==> src/rtl/tte_pkg.sv <==
// Shared constants, codes and beat types for the timer table expiry engine.
package tte_pkg;

   localparam int NUM_TIMERS = 16;
   localparam int IDX_W      = (NUM_TIMERS > 1) ? $clog2(NUM_TIMERS) : 1;
   localparam int CNT_W      = $clog2(NUM_TIMERS + 1);
   localparam int SLOT_W     = 4;
   localparam int TIME_W     = 64;
   localparam int KIND_W     = 2;

   localparam logic CMD_ARM  = 1'b0;
   localparam logic CMD_TICK = 1'b1;

   localparam logic [KIND_W-1:0] KIND_ARM     = 2'd0;
   localparam logic [KIND_W-1:0] KIND_EXPIRED = 2'd1;
   localparam logic [KIND_W-1:0] KIND_DELAY   = 2'd2;

   localparam logic STATUS_OK   = 1'b0;
   localparam logic STATUS_BUSY = 1'b1;

   typedef struct packed {
      logic              cmd;
      logic [SLOT_W-1:0] slot;
      logic [TIME_W-1:0] deadline;
      logic [TIME_W-1:0] now;
   } req_type;

   typedef struct packed {
      logic [KIND_W-1:0] kind;
      logic              status;
      logic [SLOT_W-1:0] expired_slot;
      logic [TIME_W-1:0] next_delay;
      logic              last;
   } rsp_type;

   typedef struct packed {
      logic              valid;
      logic [IDX_W-1:0]  slot;
      logic [TIME_W-1:0] deadline;
      logic [TIME_W-1:0] now;
   } scan_req_type;

   typedef struct packed {
      logic              valid;
      logic [IDX_W-1:0]  slot;
      logic              expired;
      logic [TIME_W-1:0] delay;
   } scan_rsp_type;

endpackage

==> src/rtl/tte_dsub.sv <==
// Shared deadline subtractor: one registered deadline-minus-now with expiry flag.
module tte_dsub (
   input  logic                  clock,
   input  logic                  reset,
   input  tte_pkg::scan_req_type scan_req,
   output tte_pkg::scan_rsp_type scan_rsp
);

   logic [tte_pkg::TIME_W:0] diff;
   tte_pkg::scan_rsp_type    out_ff;
   tte_pkg::scan_rsp_type    out_in;

   always_comb begin
      diff            = {1'b0, scan_req.deadline} - {1'b0, scan_req.now};
      out_in.valid    = scan_req.valid;
      out_in.slot     = scan_req.slot;
      out_in.expired  = diff[tte_pkg::TIME_W] || (diff[tte_pkg::TIME_W-1:0] == '0);
      out_in.delay    = diff[tte_pkg::TIME_W-1:0];
   end

   always_ff @(posedge clock) begin
      if (reset) begin
         out_ff.valid <= 1'b0;
      end else begin
         out_ff.valid <= out_in.valid;
      end
      out_ff.slot    <= out_in.slot;
      out_ff.expired <= out_in.expired;
      out_ff.delay   <= out_in.delay;
   end

   assign scan_rsp = out_ff;

endmodule

==> src/rtl/timer_table_expiry_engine_unit.sv <==
// Top level of the timer table expiry engine: slot table, arm order list and tick sequencer.
//
// An arm command is taken while idle: busy stays low and its status beat appears on
// the following cycle. A tick raises busy while a walk reads one deadline per cycle
// from the deadline table, newest armed first, through the shared 64-bit subtractor
// (the read and the subtract are each registered), and while a compaction pass then
// rewrites the arm order list one entry per cycle. Expired-slot beats stream out during
// the walk, the next-delay beat (last set) at its end. Every result beat is strobed for
// exactly one cycle; the receiver cannot stall.
module timer_table_expiry_engine_unit (
   input  logic             clock,
   input  logic             reset,
   input  logic             start,
   output logic             busy,
   input  tte_pkg::req_type req,
   output logic             rsp_strobe,
   output tte_pkg::rsp_type rsp
);

   localparam logic [1:0] ST_IDLE  = 2'd0;
   localparam logic [1:0] ST_WALK  = 2'd1;
   localparam logic [1:0] ST_DRAIN = 2'd2;
   localparam logic [1:0] ST_PACK  = 2'd3;

   logic [1:0]                    state_ff, state_in;
   logic [tte_pkg::CNT_W-1:0]     count_ff, count_in;
   logic [tte_pkg::CNT_W-1:0]     idx_ff, idx_in;
   logic [tte_pkg::CNT_W-1:0]     keep_ff, keep_in;
   logic [tte_pkg::TIME_W-1:0]    now_ff, now_in;
   logic [tte_pkg::TIME_W-1:0]    best_ff, best_in;
   logic [tte_pkg::NUM_TIMERS-1:0] armed_ff, armed_in;
   logic                          rd_valid_ff, rd_valid_in;
   logic [tte_pkg::IDX_W-1:0]     rd_slot_ff;
   logic [tte_pkg::TIME_W-1:0]    dl_rd_ff;
   tte_pkg::rsp_type              rsp_ff, rsp_in;
   logic                          strobe_ff, strobe_in;

   logic [tte_pkg::IDX_W-1:0]     order_ff [tte_pkg::NUM_TIMERS];
   logic [tte_pkg::TIME_W-1:0]    dl_mem   [tte_pkg::NUM_TIMERS];

   logic                          accept;
   logic                          arm_do;
   logic [tte_pkg::IDX_W-1:0]     slot_idx;
   logic                          slot_in_range;
   logic [tte_pkg::IDX_W-1:0]     rd_addr;
   logic [tte_pkg::IDX_W-1:0]     order_rd;
   logic                          rd_issue;
   logic                          order_we;
   logic [tte_pkg::IDX_W-1:0]     order_wa;
   logic [tte_pkg::IDX_W-1:0]     order_wd;
   logic [tte_pkg::CNT_W-1:0]     idx_dec;
   tte_pkg::scan_req_type         scan_req;
   tte_pkg::scan_rsp_type         scan_rsp;

   assign busy     = (state_ff != ST_IDLE);
   assign accept   = start && !busy;
   assign slot_idx = tte_pkg::IDX_W'(req.slot);
   assign slot_in_range = (32'(req.slot) < 32'(tte_pkg::NUM_TIMERS));
   assign idx_dec  = idx_ff - tte_pkg::CNT_W'(1);
   assign order_rd = order_ff[rd_addr];

   assign scan_req.valid    = rd_valid_ff;
   assign scan_req.slot     = rd_slot_ff;
   assign scan_req.deadline = dl_rd_ff;
   assign scan_req.now      = now_ff;

   tte_dsub u_dsub (
      .clock    (clock),
      .reset    (reset),
      .scan_req (scan_req),
      .scan_rsp (scan_rsp)
   );

   always_comb begin
      state_in    = state_ff;
      count_in    = count_ff;
      idx_in      = idx_ff;
      keep_in     = keep_ff;
      now_in      = now_ff;
      best_in     = best_ff;
      armed_in    = armed_ff;
      rd_valid_in = 1'b0;
      rsp_in      = '0;
      strobe_in   = 1'b0;
      arm_do      = 1'b0;
      rd_issue    = 1'b0;
      rd_addr     = idx_ff[tte_pkg::IDX_W-1:0];
      order_we    = 1'b0;
      order_wa    = count_ff[tte_pkg::IDX_W-1:0];
      order_wd    = slot_idx;

      unique case (state_ff)
         ST_IDLE: begin
            if (accept) begin
               if (req.cmd == tte_pkg::CMD_ARM) begin
                  rsp_in.kind   = tte_pkg::KIND_ARM;
                  rsp_in.status = tte_pkg::STATUS_BUSY;
                  rsp_in.last   = 1'b1;
                  strobe_in     = 1'b1;
                  if (slot_in_range && !armed_ff[slot_idx] &&
                      (count_ff < tte_pkg::CNT_W'(tte_pkg::NUM_TIMERS))) begin
                     arm_do             = 1'b1;
                     armed_in[slot_idx] = 1'b1;
                     order_we           = 1'b1;
                     count_in           = count_ff + tte_pkg::CNT_W'(1);
                     rsp_in.status      = tte_pkg::STATUS_OK;
                  end
               end else begin
                  now_in   = req.now;
                  best_in  = '1;
                  idx_in   = count_ff;
                  state_in = ST_WALK;
               end
            end
         end
         ST_WALK: begin
            if (idx_ff != '0) begin
               idx_in      = idx_dec;
               rd_addr     = idx_dec[tte_pkg::IDX_W-1:0];
               rd_issue    = 1'b1;
               rd_valid_in = 1'b1;
            end else begin
               state_in = ST_DRAIN;
            end
         end
         ST_DRAIN: begin
            if (!rd_valid_ff && !scan_rsp.valid) begin
               rsp_in.kind       = tte_pkg::KIND_DELAY;
               rsp_in.next_delay = best_ff;
               rsp_in.last       = 1'b1;
               strobe_in         = 1'b1;
               idx_in            = '0;
               keep_in           = '0;
               state_in          = ST_PACK;
            end
         end
         ST_PACK: begin
            if (idx_ff == count_ff) begin
               count_in = keep_ff;
               state_in = ST_IDLE;
            end else begin
               if (armed_ff[order_rd]) begin
                  order_we = 1'b1;
                  order_wa = keep_ff[tte_pkg::IDX_W-1:0];
                  order_wd = order_rd;
                  keep_in  = keep_ff + tte_pkg::CNT_W'(1);
               end
               idx_in = idx_ff + tte_pkg::CNT_W'(1);
            end
         end
         default: begin
            state_in = ST_IDLE;
         end
      endcase

      if (scan_rsp.valid) begin
         if (scan_rsp.expired) begin
            armed_in[scan_rsp.slot] = 1'b0;
            rsp_in.kind             = tte_pkg::KIND_EXPIRED;
            rsp_in.expired_slot     = tte_pkg::SLOT_W'(scan_rsp.slot);
            strobe_in               = 1'b1;
         end else if (scan_rsp.delay < best_ff) begin
            best_in = scan_rsp.delay;
         end
      end
   end

   always_ff @(posedge clock) begin
      if (reset) begin
         state_ff    <= ST_IDLE;
         count_ff    <= '0;
         idx_ff      <= '0;
         keep_ff     <= '0;
         now_ff      <= '0;
         armed_ff    <= '0;
         rd_valid_ff <= 1'b0;
         strobe_ff   <= 1'b0;
      end else begin
         state_ff    <= state_in;
         count_ff    <= count_in;
         idx_ff      <= idx_in;
         keep_ff     <= keep_in;
         now_ff      <= now_in;
         armed_ff    <= armed_in;
         rd_valid_ff <= rd_valid_in;
         strobe_ff   <= strobe_in;
      end
      best_ff <= best_in;
      rsp_ff  <= rsp_in;
   end

   always_ff @(posedge clock) begin
      if (order_we) begin
         order_ff[order_wa] <= order_wd;
      end
      if (rd_issue) begin
         rd_slot_ff <= order_rd;
      end
   end

   always_ff @(posedge clock) begin
      if (arm_do) begin
         dl_mem[slot_idx] <= req.deadline;
      end
      if (rd_issue) begin
         dl_rd_ff <= dl_mem[order_rd];
      end
   end

   assign rsp_strobe = strobe_ff;
   assign rsp        = rsp_ff;

endmodule

==> config.mk <==
export PLATFORM = sky130hd
export DESIGN_NAME = timer_table_expiry_engine_unit
export DESIGN_NICKNAME = d
export VERILOG_FILES = /design/src/rtl/tte_pkg.sv /design/src/rtl/tte_dsub.sv /design/src/rtl/timer_table_expiry_engine_unit.sv
export SDC_FILE = /design/constraint.sdc
export NUM_CORES = 2
export LEC_CHECK = 0
export BUFFER_PORTS_ARGS = -buffer_cell sky130_fd_sc_hd__buf_2
export CORE_ASPECT_RATIO = 0.5
export CORE_UTILIZATION = 43
export CTS_BUF_LIST = sky130_fd_sc_hd__clkbuf_4 sky130_fd_sc_hd__clkbuf_8
export DETAILED_ROUTE_END_ITERATION = 7
export GPL_ROUTABILITY_DRIVEN = 1
export PLACE_DENSITY_LB_ADDON = 0.05
export SLEW_MARGIN = 20
export SYNTH_ARGS = -nofsm -noshare
export SYNTH_HDL_FRONTEND = slang
export SYNTH_SLANG_ARGS = --single-unit
==> constraint.sdc <==
create_clock -name clock -period 10.4 [get_ports clock]
set_clock_uncertainty 0.2 [all_clocks]
set_input_delay 1.04 -clock clock [delete_from_list [all_inputs] [get_ports clock]]
set_output_delay 1.04 -clock clock [all_outputs]
set_load 0.02 [all_outputs]
Word-level counts from Yosys, hierarchy flattened
Memory sizes are Yosys's and may differ from the RTL's. A register that Yosys moved wholly into a read port is not among the register bits.
Index checks and enable logic that the tools add are counted.
{"block": "word_totals", "ff_bits": 309, "latchBits": 0, "ramBits": 1088, "rom_bits": 0, "inputBits": 136, "n_memories": 2}
{"block": "op_classes", "n_addsub": 5, "multipliers": 0, "n_div": 0, "order_cmp": 7, "eq_ne": 14, "shift": 0, "muxes": 74, "n_bitwise": 5, "n_reduce_logical": 24}
{"memory": "dl_mem", "depth": 16, "word_bits": 64, "rd": 1, "rd_clocked_by_memory_dff": 1, "wr": 1, "line_no": "timer_table_expiry_engine_unit.sv:39", "text": "logic [tte_pkg::TIME_W-1:0] dl_mem [tte_pkg::NUM_TIMERS];"}
{"memory": "order_ff", "depth": 16, "word_bits": 4, "rd": 1, "rd_clocked_by_memory_dff": 0, "wr": 1, "line_no": "timer_table_expiry_engine_unit.sv:38", "text": "logic [tte_pkg::IDX_W-1:0] order_ff [tte_pkg::NUM_TIMERS];"}
{"cell": "two-way mux 64 bit", "count": 6}
{"cell": "two-way mux 16 bit", "count": 6}
{"cell": "subtractor 64 x 64 -> 65 bit", "count": 1}
{"cell": "zero test 64 bit", "count": 1}
{"cell": "< comparator 64 bit", "count": 1}
{"cell": "two-way mux 5 bit", "count": 11}
{"cell": "two-way mux 4 bit", "count": 8}
{"cell": "two-way mux 1 bit", "count": 23}
{"cell": "!= test 2 bit, second input constant", "count": 10}
{"cell": "case mux 5 bit (2 select lines)", "count": 2}
{"cell": "case mux 5 bit (4 select lines)", "count": 1}
{"cell": "AND 16 bit", "count": 1}
{"cell": "two-way mux 2 bit", "count": 8}
{"cell": "inverter 16 bit", "count": 1}
{"cell": "OR 16 bit", "count": 1}
{"cell": "adder 5 x 1 -> 5 bit, second input constant", "count": 3}
{"cell": "< comparator 4 x 5 -> 1 bit, second input constant", "count": 3}
{"cell": "AND reduction 5 bit", "count": 3}
{"cell": "binary-select mux 1 bit (select 4 bit)", "count": 2}
{"cell": "demux 1 bit (select 4 bit)", "count": 2}
{"cell": ">= comparator 4 x 1 -> 1 bit, second input constant", "count": 2}
{"cell": "case mux 2 bit (4 select lines)", "count": 1}
{"cell": "case mux 1 bit (2 select lines)", "count": 3}
{"cell": "nonzero test 2 bit", "count": 3}
{"cell": "other kinds (16)", "count": 26}

Depth between registers and ports, before layout
{"block": "depth", "depth_word": 12, "depth_mapped": 19, "mapped_depth_nobuf": 15}

Modules after synthesis
Synthesis repeated with hierarchy kept, for this count alone.
{"block": "unflattened", "hier_cells": 5378, "hier_area_um2": 62444.9}
{"module": "timer_table_expiry_engine_unit", "instances": 1, "cells_each": 4473, "area_each_um2": 55844.8}
{"module": "tte_dsub", "instances": 1, "cells_each": 905, "area_each_um2": 6600.1}

Worst setup path after synthesis
OpenSTA, ideal clock, no wires.
{"block": "synth_timing", "kind": "input port to flip-flop", "start": "input req[129] (netlist bit)", "end": "memory dl_mem[0][0] (netlist bit), enable pin", "arrival_ns": 7.533, "required_ns": 9.633, "path_slack_ns": 2.100, "path_stages": 6, "path_buffers": 1, "path_cell_list": "clkbuf_1 -> mux4_2 -> mux4_2 -> or3_1 -> or3_1 -> nor3_1"}
{"block": "synth_via", "elab_chain_cells": 10}
{"element": "start, declared", "line_no": "timer_table_expiry_engine_unit.sv:15", "text": "input tte_pkg::req_type req,"}
{"element": "binary-select mux 1 bit (select 4 bit)", "line_no": "timer_table_expiry_engine_unit.sv:100", "text": "if (slot_in_range && !armed_ff[slot_idx] &&"}
{"element": "two-way mux 1 bit (not written as such)", "line_no": "timer_table_expiry_engine_unit.sv:100"}
{"element": "zero test 1 bit", "line_no": "timer_table_expiry_engine_unit.sv:100"}
{"element": "logical AND 1 bit", "line_no": "timer_table_expiry_engine_unit.sv:100"}
{"element": "two-way mux 1 bit", "line_no": "timer_table_expiry_engine_unit.sv:100"}
{"element": "two-way mux 1 bit", "line_no": "timer_table_expiry_engine_unit.sv:95", "text": "if (req.cmd == tte_pkg::CMD_ARM) begin"}
{"element": "two-way mux 1 bit", "line_no": "timer_table_expiry_engine_unit.sv:94", "text": "if (accept) begin"}
{"element": "two-way mux 1 bit", "line_no": "timer_table_expiry_engine_unit.sv:92", "text": "unique case (state_ff)"}
{"element": "two-way mux 1 bit", "line_no": "timer_table_expiry_engine_unit.sv:202", "text": "if (arm_do) begin"}
{"element": "two-way mux 1 bit (not written as such)", "line_no": "timer_table_expiry_engine_unit.sv:203", "text": "dl_mem[slot_idx] <= req.deadline;"}
{"element": "end, declared", "line_no": "timer_table_expiry_engine_unit.sv:39"}
Several ways; a longest one is shown, not always the timed one. The select of a mux whose other input is x is not followed.

Worst setup path in the final report
{"block": "layout_timing", "start": "register idx_ff[1] (netlist bit)", "end": "register dl_rd_ff[35] (netlist bit), read port of dl_mem (data pin)"}
{"block": "layout_via", "elab_chain_cells": 4, "elab_cells_between_ends": 7}
{"element": "start, declared", "line_no": "timer_table_expiry_engine_unit.sv:27", "text": "logic [tte_pkg::CNT_W-1:0] idx_ff, idx_in;"}
{"element": "start signal, assigned", "line_no": "timer_table_expiry_engine_unit.sv:181", "text": "idx_ff <= idx_in;"}
{"element": "subtractor 5 x 1 -> 5 bit or nonzero test 5 bit (tied branches)", "line_no": "timer_table_expiry_engine_unit.sv:59, timer_table_expiry_engine_unit.sv:117"}
{"element": "two-way mux 4 bit", "line_no": "timer_table_expiry_engine_unit.sv:117", "text": "if (idx_ff != '0) begin"}
{"element": "two-way mux 4 bit", "line_no": "timer_table_expiry_engine_unit.sv:92"}
{"element": "memory read (16 x 4 bit)"}
{"element": "end, declared", "line_no": "timer_table_expiry_engine_unit.sv:34", "text": "logic [tte_pkg::TIME_W-1:0] dl_rd_ff;"}
Several ways; a longest one is shown, not always the timed one.
A chain may end at the register's enable or synchronous reset.

==> summary by stage <==
CTS
TritonCTS built the clock tree. The hold-fix buffer count after cts is 0. Clock tree synthesis found a total of 1,461 sinks. The clock passes through at most 4 buffers. The H-tree depth reported by CTS is 4. The clock reaches the later pin of the worst-skew pair after 0.92 ns. The clock transition at the registers of the reported paths is 0.07 ns. Post-CTS timing repair inserted 0 buffers for setup. The number of clock buffers inserted by TritonCTS is 215.

After clock tree synthesis, the repair step resized 0 gates. In this run the clock root is driven by a clkbuf_8.

Pwr
The leakage power total is 25.5 nW. Sequential cells burn 34.0% of the power. The worst-case IR drop observed on VDD is 0.424 mV. The net switching power is 9.29 mW. The internal power component is 12.7 mW. The fraction of power spent switching nets is 42.3%. The part of the total power dissipated in the clock network is 21.3%. Dividing total power by cell area gives a power density of 321 mW/mm². Combinational logic burns 44.6% of the power.

Yosys
The count of state elements after synthesis is 1,461. For this run, the register share of the synthesized area comes to 66.5%. The top flip-flop cell by instance count after synthesis is edfxtp_1. The Yosys warning count is 0. The count of different cell masters after synthesis is 90. Synthesis handed over a netlist of 5,148 instances. The net count of the mapped netlist is 5,421. The most area-hungry cell type in the Yosys netlist is edfxtp_1. By area the synthesized netlist is led by edfxtp_1 (57%), dfxtp_1 (9.9%), nand2_1 (7.7%), and3_1 (2.8%), ha_1 (2.8%). Yosys instantiated no cell more often than nand2_1. The netlist area before placement is 0.0614 mm². The commonest cells after synthesis are nand2_1 (1,257), edfxtp_1 (1,156), dfxtp_1 (305), a21oi_1 (302), and3_1 (272). Of all flip-flops after synthesis, the portion carrying an async set or reset was 0%.

Yosys mapped a number of flops with a built-in enable equal to 1,156. After synthesis, the mean cell area works out to 11.9 µm². The top cell type's share of synthesized area is 56.5%.

Route
In the final routing, the length of wire on met1 measures 87,400 µm. Across all layers, the routed design uses 41,542 vias. The detail route stage leaves a number of antenna-violating nets equal to 0. In the routed design, unresolved DRC markers number 0. The number of detailed-route iterations in the first pass is 8. The first routing iteration left 4,224 violations. The vias per cell is 5.63. The post-detailed-routing wire length is 178,000 µm. Wire segments on met2 add up to 76,300 µm in the final route.

The per-cell routed wire length is 24.1 µm. Routed signal wires occupy layers up through met5. The length of routed met3 wiring is 11,800 µm.

Setup path
The type of the setup path with the least slack is register to register. The highest net fanout along the worst path is 62. The required time of the critical path is 10.92 ns. The arrival time at the worst endpoint is 7.20 ns.

The sort of element at the start of the critical path is a register. The worst setup path is captured at a register.

STA
Counting I/O delays and the setup requirement, the final critical path takes 6.68 ns. The number of failing hold endpoints at the final stage is 0. The worst slew margin relative to its limit is 24.1%. Setup repair after global routing left no endpoint under its margin. The slew at the pin closest to its max-slew limit is 1.14 ns.

Setup violations remaining at the end of the flow were counted as 0. The number of max-slew violations in the final report was 0. For the final routed database, the setup TNS stands at 0 ns.

The upper clock frequency limit is 150 MHz. Of the available clock period, the critical path in the final layout requires 64.3%.

Min path
The class of the tightest hold or removal check is register to register.

Final layout
Fill cells in the final layout number 12,697. From synthesis to final layout, the design area changed by 11.6%. Of the cells placed in the final design, the portion with a size suffix greater than 1 is 12.6%. The combined area of the multi-input logic cells is 0.0188 mm².

The count of nets after finishing is 5,596. In the final layout, flip-flops and latches occupy 0.0408 mm². The final non-filler cell total is 7,380.

Global route
The number of antenna violations at the first check in global routing is 27. The first global-routing pass estimated 261,000 µm of wire. The number of global-route vias before repair is 39,472.

The total global routing track utilization is 24.3%. Entering global routing, the biggest net connects 185 pins. The total grt overflow is 0.

Run status
The run finished with clean final reports.

Die
The die outline width is 536 µm. After floorplanning, the core was divided into 97 placement rows. 210 I/O pins were placed.

The floorplan core area is 0.141 mm². For this configuration, the core starts out at a cell density of 43.6%. Measured along the y axis, the die boundary spans 269 µm. The floorplan step defined a die boundary enclosing 0.144 mm².

Place
Routability-driven placement finished with a final weighted congestion of 0.877. In this run, placement finished with an instance count of 6,987. The number of buffer cells added on primary ports is 209.

The HPWL after detailed placement is 103,000 µm.

Flow run
The tool flagged a number of max-cap violations equal to 0.
-- power groups by stage --
stage	logic, mW	clock network (mW)	registers, mW
floorplan	6.93	0	7.37
global placement	9.70	0	7.59
detailed placement	9.79	0	7.60
CTS	9.83	4.80	7.47
global route	10.8	5.06	7.52
finish	9.81	4.69	7.48
-- layout by cell type (no fill, tap or decap), drive strengths merged, types with 10 or more instances in the layout --
cell and n:
clkinv 85, o21bai 10, clkbuf 291, nor2b 35, o22a 65, nor3 26
mux4 19, nor2 172, or3 14, and3 272, xnor2 36, o21ai 73
edfxtp 1156, and2 19, a31oi 140, inv 166, a21oi 310, a21o 56
dfxtp 305, nand3 38, o31ai 10, nand2 1259, o211ai 10, xor2 24
ha 136, nand4 32, a311oi 137, mux2i 79, a211oi 102, nand2b 19
buf 276
-- through the flow --
| step | instance area [µm²] | power, mW | util (%) | hold WS (ns) | setup slack, ns |
|---|---|---|---|---|---|
| 2_1_floorplan | 61400 | 14.3 | - | 0.123 | 2.10 |
| 3_3_place_gp | 64200 | 17.3 | 45.6 | 0.126 | 3.90 |
| 3_5_place_dp | 64300 | 17.4 | 45.6 | 0.129 | 3.74 |
| 4_1_cts | 68500 | 22.1 | 48.7 | 0.122 | 3.76 |
| 5_1_grt | 68500 | 23.4 | 48.7 | 0.132 | 3.28 |
| 6_report | 68500 | 22.0 | 48.7 | 0.141 | 3.72 |
-- layout make-up --
class | count | area share (%)
well taps | 1881 | 3.43
diodes | 6 | 0.0219
clock inverters | 96 | 0.924
clock buffers | 291 | 5.27
repair buffers | 276 | 2.36
flip-flops and latches | 1461 | 59.6
inverters | 165 | 0.928
multi-input cells | 3204 | 27.5
-- worst max-delay path, cell delays in order, from the launching register on --
cell and delay, ns:
dfxtp_2 0.31, buf_4 0.47, inv_1 0.14, ha_1 0.77, buf_4 0.42, mux2i_1 0.25, mux2i_1 0.09, mux4_2 0.53
mux2i_4 0.32, buf_4 0.68, buf_4 0.71, buf_4 0.63, nand2_1 0.12, and3_1 0.18, a311oi_1 0.27, a211oi_1 0.08
a21oi_1 0.15
-- per-layer routing --
layer	track usage (%)	vias up
met5	0	-
met4	4.56	14
met1	37.5	20830
met2	35.8	1291
li1	-	19162
met3	4.18	245
-- logic make-up after synthesis --
family | Yosys count | synth area share, %
simple gates | 1931 | 13.9
flops | 1461 | 66.5
xor+xnor | 60 | 0.856
mux | 99 | 2.02
buf+inv | 483 | 3.17
compound gates | 977 | 10.8
fa+ha+maj | 137 | 2.80
-- state kept, by name (all words and copies together), names as in the netlist, 2 cells and up --
signal / count
best_ff: 64
dl_rd_ff: 64
rd_slot_ff: 4
rsp: 72
count_ff: 5
dl_mem: 1024
armed_ff: 16
now_ff: 64
u_dsub.scan_rsp: 70
state_ff: 2
idx_ff: 5
order_ff: 64
keep_ff: 5
-- path summary, 6_finish.rpt --
path / startpoint / end / slack, ns / depth (start not counted)
max: idx_ff[1] / dl_rd_ff[35] / 3.72 / 16
min: rd_slot_ff[2] / u_dsub.scan_rsp[67] / 0.14 / 0
max reg2reg: idx_ff[1] / dl_rd_ff[35] / 3.72 / 16
min reg2reg: rd_slot_ff[2] / u_dsub.scan_rsp[67] / 0.14 / 0
No activity file was read; power rests on OpenSTA's default activity.
